`src/design/tsm_pkg.sv`:
```
// Shared types, constants and conversion helpers for the two-way sorted merge unit.
package tsm_pkg;

    localparam int FIFO_DEPTH = 32;
    localparam int DATA_WIDTH = 32;
    localparam int PTR_W      = $clog2(FIFO_DEPTH);
    localparam int CNT_W      = $clog2(FIFO_DEPTH + 1);

    localparam logic [CNT_W-1:0] CNT_FULL = CNT_W'(FIFO_DEPTH);
    localparam logic [PTR_W-1:0] PTR_LAST = PTR_W'(FIFO_DEPTH - 1);

    typedef logic signed [DATA_WIDTH-1:0] data_t;

    typedef enum logic [1:0] {
        ST_IDLE,
        ST_EVAL,
        ST_CMP
    } state_t;

    typedef struct packed {
        logic push;
        logic pop;
        logic clear;
        logic rd;
    } fifo_ctrl_t;

    // Sign-extend or truncate a 32-bit input value to the storage width.
    function automatic data_t to_data(input logic [31:0] v);
        logic signed [63:0] wide;
        begin
            wide = 64'(signed'(v));
            return wide[DATA_WIDTH-1:0];
        end
    endfunction

    // Sign-extend a stored value and take the low 32 bits.
    function automatic logic [31:0] to_out(input data_t d);
        logic signed [63:0] wide;
        begin
            wide = 64'(d);
            return wide[31:0];
        end
    endfunction

endpackage

```
`src/design/tsm_fifo.sv`:
```
// One element FIFO of the merge unit: storage, pointers, fill count and registered head.
module tsm_fifo (
    input  logic               clk,
    input  logic               rst_n,
    input  tsm_pkg::fifo_ctrl_t ctrl,
    input  tsm_pkg::data_t     push_data,
    output tsm_pkg::data_t     head,
    output logic [tsm_pkg::CNT_W-1:0] count
);
    import tsm_pkg::*;

    data_t            mem [FIFO_DEPTH];
    data_t            head_reg;
    logic [PTR_W-1:0] wptr_reg, wptr_next;
    logic [PTR_W-1:0] rptr_reg, rptr_next;
    logic [CNT_W-1:0] count_reg, count_next;

    always_comb
    begin
        wptr_next  = wptr_reg;
        rptr_next  = rptr_reg;
        count_next = count_reg;
        if (ctrl.clear)
        begin
            wptr_next  = '0;
            rptr_next  = '0;
            count_next = '0;
        end
        else
        begin
            if (ctrl.push)
            begin
                wptr_next  = (wptr_reg == PTR_LAST) ? '0 : wptr_reg + PTR_W'(1);
                count_next = count_next + CNT_W'(1);
            end
            if (ctrl.pop)
            begin
                rptr_next  = (rptr_reg == PTR_LAST) ? '0 : rptr_reg + PTR_W'(1);
                count_next = count_next - CNT_W'(1);
            end
        end
    end

    always_ff @(posedge clk or negedge rst_n)
    begin
        if (!rst_n)
        begin
            wptr_reg  <= '0;
            rptr_reg  <= '0;
            count_reg <= '0;
        end
        else
        begin
            wptr_reg  <= wptr_next;
            rptr_reg  <= rptr_next;
            count_reg <= count_next;
        end
    end

    always_ff @(posedge clk)
    begin
        if (ctrl.push)
        begin
            mem[wptr_reg] <= push_data;
        end
        if (ctrl.rd)
        begin
            head_reg <= mem[rptr_reg];
        end
    end

    assign head  = head_reg;
    assign count = count_reg;

endmodule

```
`src/design/two_way_sorted_merge_unit.sv`:
```
// Top level of the two-way sorted merge unit: input handling, merge sequencer, output register.
//
// Merges two ascending signed sequences into one. Each input item carries an element (or
// just an end marker) for sequence 0 or 1, chosen by tuser[0]; tlast ends that sequence.
// Elements wait in one FIFO_DEPTH-deep FIFO per sequence. After every input item the
// sequencer emits the smaller FIFO head while both FIFOs hold data (a tie sends the head of
// sequence 1 first), and once one sequence has ended it drains the other. A push into a
// full FIFO is dropped and every result of that item carries overflow; an element for a
// sequence that already ended is ignored silently. An item that emits nothing but drops
// an element or completes the merge gives one status result with value_valid low. When
// both sequences have ended and drained, the last result carries merge_done and the unit
// clears itself for the next pair. Once the input is taken, s_axis_tready stays low until
// the run for that item is finished. Each emitted element first has both FIFO heads read
// in ST_EVAL, then is compared and popped in the shared comparator in ST_CMP, which waits
// while the output register is stalled; an item with nothing to emit ends in ST_EVAL.
module two_way_sorted_merge_unit (
    input  logic        clk,
    input  logic        rst_n,
    input  logic        s_axis_tvalid,
    output logic        s_axis_tready,
    input  logic [31:0] s_axis_tdata,  // [31:0] value
    input  logic [1:0]  s_axis_tuser,  // [0] list_select, [1] has_value
    input  logic        s_axis_tlast,  // end_of_list
    output logic        m_axis_tvalid,
    input  logic        m_axis_tready,
    output logic [31:0] m_axis_tdata,  // [31:0] merged_value
    output logic [3:0]  m_axis_tuser,  // [0] from_list, [1] value_valid, [2] merge_done,
                                       // [3] overflow
    output logic        m_axis_tlast   // last_of_run
);
    import tsm_pkg::*;

    state_t state_reg, state_next;

    logic [1:0] ended_reg, ended_next;
    logic       ovf_reg, ovf_next;

    // Output register
    logic        out_valid_reg;
    logic [31:0] out_data_reg;
    logic [3:0]  out_user_reg;
    logic        out_last_reg;

    fifo_ctrl_t       ctrl0, ctrl1;
    data_t            head0, head1;
    logic [CNT_W-1:0] cnt0, cnt1;
    data_t            in_data;

    // Input decode
    logic in_accept;
    logic in_sel;
    logic in_has;
    logic in_full;

    // Sequencer decisions
    logic             can_emit;
    logic             src;
    logic [CNT_W-1:0] cnt0_after, cnt1_after;
    logic             more;
    logic             run_done;
    logic             slot_free;
    logic             load_out;
    logic [31:0]      load_data;
    logic [3:0]       load_user;
    logic             load_last;

    assign in_accept = s_axis_tvalid && s_axis_tready;
    assign in_sel    = s_axis_tuser[0];
    assign in_has    = s_axis_tuser[1];
    assign in_full   = in_sel ? (cnt1 == CNT_FULL) : (cnt0 == CNT_FULL);
    assign in_data   = to_data(s_axis_tdata);

    assign slot_free = !out_valid_reg || m_axis_tready;

    // Another element can leave while both heads are present, or one holds data and the other side ended.
    assign can_emit = ((cnt0 != '0) && (cnt1 != '0))
                   || ((cnt0 != '0) && ended_reg[1])
                   || ((cnt1 != '0) && ended_reg[0]);

    // Shared comparator: pick the smaller head; on a tie take sequence 1.
    always_comb
    begin
        if ((cnt0 != '0) && (cnt1 != '0))
        begin
            src = (head0 < head1) ? 1'b0 : 1'b1;
        end
        else
        begin
            src = (cnt0 != '0) ? 1'b0 : 1'b1;
        end
    end

    assign cnt0_after = cnt0 - CNT_W'(!src);
    assign cnt1_after = cnt1 - CNT_W'(src);

    assign more = ((cnt0_after != '0) && (cnt1_after != '0))
               || ((cnt0_after != '0) && ended_reg[1])
               || ((cnt1_after != '0) && ended_reg[0]);

    assign s_axis_tready = (state_reg == ST_IDLE);

    always_comb
    begin
        state_next = state_reg;
        ended_next = ended_reg;
        ovf_next   = ovf_reg;
        ctrl0      = '0;
        ctrl1      = '0;
        run_done   = 1'b0;
        load_out   = 1'b0;
        load_data  = '0;
        load_user  = '0;
        load_last  = 1'b0;

        unique case (state_reg)
            ST_IDLE:
            begin
                if (in_accept)
                begin
                    ovf_next = 1'b0;
                    if (in_has && !ended_reg[in_sel])
                    begin
                        if (in_full)
                        begin
                            ovf_next = 1'b1;
                        end
                        else if (in_sel)
                        begin
                            ctrl1.push = 1'b1;
                        end
                        else
                        begin
                            ctrl0.push = 1'b1;
                        end
                    end
                    if (s_axis_tlast)
                    begin
                        ended_next[in_sel] = 1'b1;
                    end
                    state_next = ST_EVAL;
                end
            end

            ST_EVAL:
            begin
                if (can_emit)
                begin
                    // Fetch both heads for the comparator.
                    ctrl0.rd   = 1'b1;
                    ctrl1.rd   = 1'b1;
                    state_next = ST_CMP;
                end
                else
                begin
                    // Nothing to emit at the start of a run: status result or quiet.
                    run_done = ended_reg[0] && ended_reg[1] && (cnt0 == '0) && (cnt1 == '0);
                    if (ovf_reg || run_done)
                    begin
                        if (slot_free)
                        begin
                            load_out   = 1'b1;
                            load_user  = {ovf_reg, run_done, 1'b0, 1'b0};
                            load_last  = 1'b1;
                            state_next = ST_IDLE;
                        end
                    end
                    else
                    begin
                        state_next = ST_IDLE;
                    end
                    if (run_done && state_next == ST_IDLE)
                    begin
                        ctrl0.clear = 1'b1;
                        ctrl1.clear = 1'b1;
                        ended_next  = '0;
                    end
                end
            end

            ST_CMP:
            begin
                if (slot_free)
                begin
                    run_done  = !more && ended_reg[0] && ended_reg[1]
                             && (cnt0_after == '0) && (cnt1_after == '0);
                    load_out  = 1'b1;
                    load_data = to_out(src ? head1 : head0);
                    load_user = {ovf_reg, run_done, 1'b1, src};
                    load_last = !more;
                    if (src)
                    begin
                        ctrl1.pop = 1'b1;
                    end
                    else
                    begin
                        ctrl0.pop = 1'b1;
                    end
                    if (run_done)
                    begin
                        ctrl0.clear = 1'b1;
                        ctrl1.clear = 1'b1;
                        ended_next  = '0;
                    end
                    state_next = more ? ST_EVAL : ST_IDLE;
                end
            end

            default:
            begin
                state_next = ST_IDLE;
            end
        endcase
    end

    always_ff @(posedge clk or negedge rst_n)
    begin
        if (!rst_n)
        begin
            state_reg <= ST_IDLE;
        end
        else
        begin
            state_reg <= state_next;
        end
    end

    always_ff @(posedge clk or negedge rst_n)
    begin
        if (!rst_n)
        begin
            ended_reg     <= '0;
            ovf_reg       <= 1'b0;
            out_valid_reg <= 1'b0;
        end
        else
        begin
            ended_reg <= ended_next;
            ovf_reg   <= ovf_next;
            if (load_out)
            begin
                out_valid_reg <= 1'b1;
            end
            else if (m_axis_tready)
            begin
                out_valid_reg <= 1'b0;
            end
        end
    end

    // Hold the payload until taken; load only into a free slot.
    always_ff @(posedge clk)
    begin
        if (load_out)
        begin
            out_data_reg <= load_data;
            out_user_reg <= load_user;
            out_last_reg <= load_last;
        end
    end

    tsm_fifo u_fifo0 (
        .clk       (clk),
        .rst_n     (rst_n),
        .ctrl      (ctrl0),
        .push_data (in_data),
        .head      (head0),
        .count     (cnt0)
    );

    tsm_fifo u_fifo1 (
        .clk       (clk),
        .rst_n     (rst_n),
        .ctrl      (ctrl1),
        .push_data (in_data),
        .head      (head1),
        .count     (cnt1)
    );

    assign m_axis_tvalid = out_valid_reg;
    assign m_axis_tdata  = out_data_reg;
    assign m_axis_tuser  = out_user_reg;
    assign m_axis_tlast  = out_last_reg;

endmodule

```
`config.mk`:
```
export PLATFORM = sky130hd
export DESIGN_NAME = two_way_sorted_merge_unit
export DESIGN_NICKNAME = d
export VERILOG_FILES = /design/src/design/tsm_pkg.sv /design/src/design/tsm_fifo.sv /design/src/design/two_way_sorted_merge_unit.sv
export SDC_FILE = /design/constraint.sdc
export NUM_CORES = 2
export LEC_CHECK = 0
export BUFFER_PORTS_ARGS = -buffer_cell sky130_fd_sc_hd__buf_2
export CORE_MARGIN = 2
export CORE_UTILIZATION = 30
export DETAILED_ROUTE_END_ITERATION = 12
export PLACE_DENSITY = 0.43
export SYNTH_ARGS = -nofsm -noshare
export SYNTH_HDL_FRONTEND = slang
export SYNTH_SLANG_ARGS = --single-unit
```
`constraint.sdc`:
```
create_clock -name clk -period 8.75 [get_ports clk]
set_input_delay 0.875 -clock clk [delete_from_list [all_inputs] [get_ports clk]]
set_output_delay 0.875 -clock clk [all_outputs]
set_load 0.005 [all_outputs]
```
==> impl_metrics.json <==
{
  "vias": 38740,
  "ioPinCount": 78,
  "startpoint_type": "flip-flop",
  "die_w_um": 535.7,
  "finalNetCount": 4008,
  "place_area_um2": 90730,
  "drc_errors": 0,
  "cts-htree-levels": 4,
  "power_mw": 28.35,
  "critPathKind": "reg -> reg",
  "layout_common_cells": "2149 x edfxtp_1, 640 x mux4_2, 234 x clkbuf_16",
  "synth.cell_area_um2": 84820,
  "setup_viol": 0,
  "cp.arrival_ps": 5300,
  "hold_violations": 0,
  "power_density_nw_per_um2": 290.2,
  "synth_fp_nets": 3756,
  "hold_path.class": "in -> async",
  "slew_violations": 0,
  "rsz0062_at_grt": "false",
  "synthArstFlopShare_pct": 1.738,
  "required_ps": 9460,
  "fin_setup_tns_ps": 0,
  "fp.dieH_um": 535.7,
  "drt_iter0_drc": 3935,
  "largestRegisters": "u_fifo0.mem x1024, u_fifo1.mem x1024",
  "grt_max_degree": 129,
  "dp_hpwl_um": 125300,
  "crit_path_end_kind": "flip-flop",
  "ctsResizeCount": 0,
  "swShare_pct": 28.80,
  "rows": 195,
  "path_clk_slew_ps": 60,
  "worst-path-stages": 17,
  "drive_gt1_share_pct": 31.70,
  "ant_nets": 0,
  "wl_per_cell_um": 30.30,
  "crit_slowest_cell": "a31oi_4",
  "finalCritPeriodShare_pct": 52.36,
  "area_growth_pct": 15.16,
  "synth_ff_type": "edfxtp_1",
  "ir_drop_mv": 0.3054,
  "synth_warnings": 0,
  "maxCapViolCount": 0,
  "syn_avg_cell_area_um2": 23.17,
  "routed_wl_um": 237600,
  "design_area_um2": 97680,
  "slowest_delay_ps": 840,
  "core_area_um2": 281800,
  "comb_power_share_pct": 23.9,
  "power.share.clock_pct": 32.5,
  "final_common_cell": "edfxtp_1",
  "worst_pin_slew_ps": 1114,
  "reg2reg_depth": 17,
  "finalCriticalPeriod_ps": 4582,
  "instances_no_fill": 7841,
  "cts_tree": "built",
  "max_slew_margin_pct": 25.74,
  "synth_seq_area_share_pct": 77.20,
  "start_util_pct": 30.10,
  "clock-sinks": 2187,
  "crit_family": "compound AO/OA/AOI/OAI gates",
  "place.gp.congestion": 0.7717,
  "worstPathMaxFanout": 30,
  "antenna_found_initial": 42,
  "leakagePower_nw": 29.65,
  "crit_buf_inv": 2,
  "synth_edf_count": 2149,
  "syn-instance-count": 3661,
  "synth_cell_types": 64,
  "grt.total_usage_pct": 16.40,
  "first_pass_iters": 5,
  "dp_cells": 7422,
  "ys_top_cells_by_area": "edfxtp_1 76%, mux4_2 17%, dfrtp_1 1.1%",
  "hold_buffers": 0,
  "run_status": "finished, final reports clean",
  "clkLatencyLatePin_ps": 900,
  "internal_power_mw": 20.18,
  "clk_path_buf_depth": 4,
  "hold_slack_ps": 73.24,
  "fmax_ghz": 0.2183,
  "post_cts_buffers": 0,
  "synth.top_cell.area_share_pct": 76.08,
  "p_switching_mw": 8.164,
  "port_buffers": 77,
  "gr-total-overflow": 0,
  "nFillCells": 26150,
  "grt_pass1_vias": 40110,
  "fin_skew_ps": 35.64,
  "grt_pass1_wl_um": 329600,
  "root_buffer": "clkbuf_16",
  "dieArea_um2": 287000,
  "yosysTopAreaCell": "edfxtp_1",
  "numCtsBuffers": 232,
  "p_seq_share_pct": 43.6,
  "cp_cell_sequence": "ha_1 -> nand4_1 -> nor2_1 -> a211oi_1 -> o41a_1 -> o31ai_2 -> nor2_4 -> inv_1 -> ha_1 -> xnor2_1 -> nand4_1 -> inv_1 -> nand3_1 -> nor4_1 -> o21ai_0 -> a31oi_4 -> nor2_1",
  "ys_seq_elements": 2187,
  "viasPerCell": 4.940
}
==> logic make-up after synthesis <==
| group | count (synthesis) | synth area share (%) |
|---|---|---|
| fa+ha+maj | 56 | 0.8261 |
| flops | 2187 | 77.20 |
| mux | 712 | 17.95 |
| simple gates | 305 | 1.721 |
| buf+inv | 240 | 1.100 |
| compound gates | 144 | 1.028 |
| xor+xnor | 17 | 0.1755 |
==> through the flow <==
stage	util, %	worst slack [ps]
finish	34.66	4168
global route	34.66	3678
CTS	34.66	4143
detailed placement	32.20	4151
global placement	32.20	4248
floorplan	-	4411
==> cell type report <==
class                      count  area, µm²  area share, %
tap                         3743       4683          4.795
antenna                        6      15.01        0.01537
multi-input combinational   1234      18920          19.37
clock buffer                 291       6070          6.214
clock inverter               122      860.8         0.8813
sequential                  2187      65520          67.07
inverter                      56      210.2         0.2152
timing repair buffer         202       1406          1.440
==> cell usage after synthesis, types with 6 or more instances <==
master / n
clkbuf_1: 119
a211oi_1: 9
nand4_1: 12
nor3_1: 9
xor2_1: 6
o21ai_0: 26
ha_1: 56
mux2_2: 66
inv_1: 56
or3_1: 6
mux4_2: 640
buf_2: 26
edfxtp_1: 2149
buf_1: 39
nand2_1: 111
nor2_1: 94
nand3b_1: 6
xnor2_1: 11
nand3_1: 17
and3_1: 13
a31oi_1: 7
dfrtp_1: 38
a21oi_1: 70
==> power by group through the flow <==
stage                     sequential, mW  combinational [mW]  clock [mW]
after floorplan                     12.3                4.72           0
after global placement              12.6                7.01           0
after detailed placement            12.6                6.97           0
after CTS                           12.4                6.99        9.48
after global routing                12.4                7.32        9.84
final                               12.4                6.78        9.22
==> routing by layer <==
metal  GRT usage [%]  wire length [µm]  vias up
met1           23.12            105400    21230
met4           4.930              6863       16
met3           2.922             13650      324
met2           25.90            111500     1083
met5               0               103        -
li1                -                 -    16080
==> final timing paths <==
kind,start,to,slack (ps)
setup / recovery,u_fifo0.head[7]$_DFFE_PP_,u_fifo0.wptr_reg[4]$_DFFE_PN0P_,4170
hold / removal,rst_n,ended_reg[0]$_DFFE_PN0P_,70
setup reg to reg,u_fifo0.head[7]$_DFFE_PP_,u_fifo0.wptr_reg[4]$_DFFE_PN0P_,4170
hold reg to reg,ovf_reg$_DFFE_PN0P_,ovf_reg$_DFFE_PN0P_,590
max in group asynchronous,rst_n,u_fifo0.rptr_reg[2]$_DFFE_PN0P_,8220
min in group clk,s_axis_tvalid,ovf_reg$_DFFE_PN0P_,380
(Power assumes the default switching activity.)
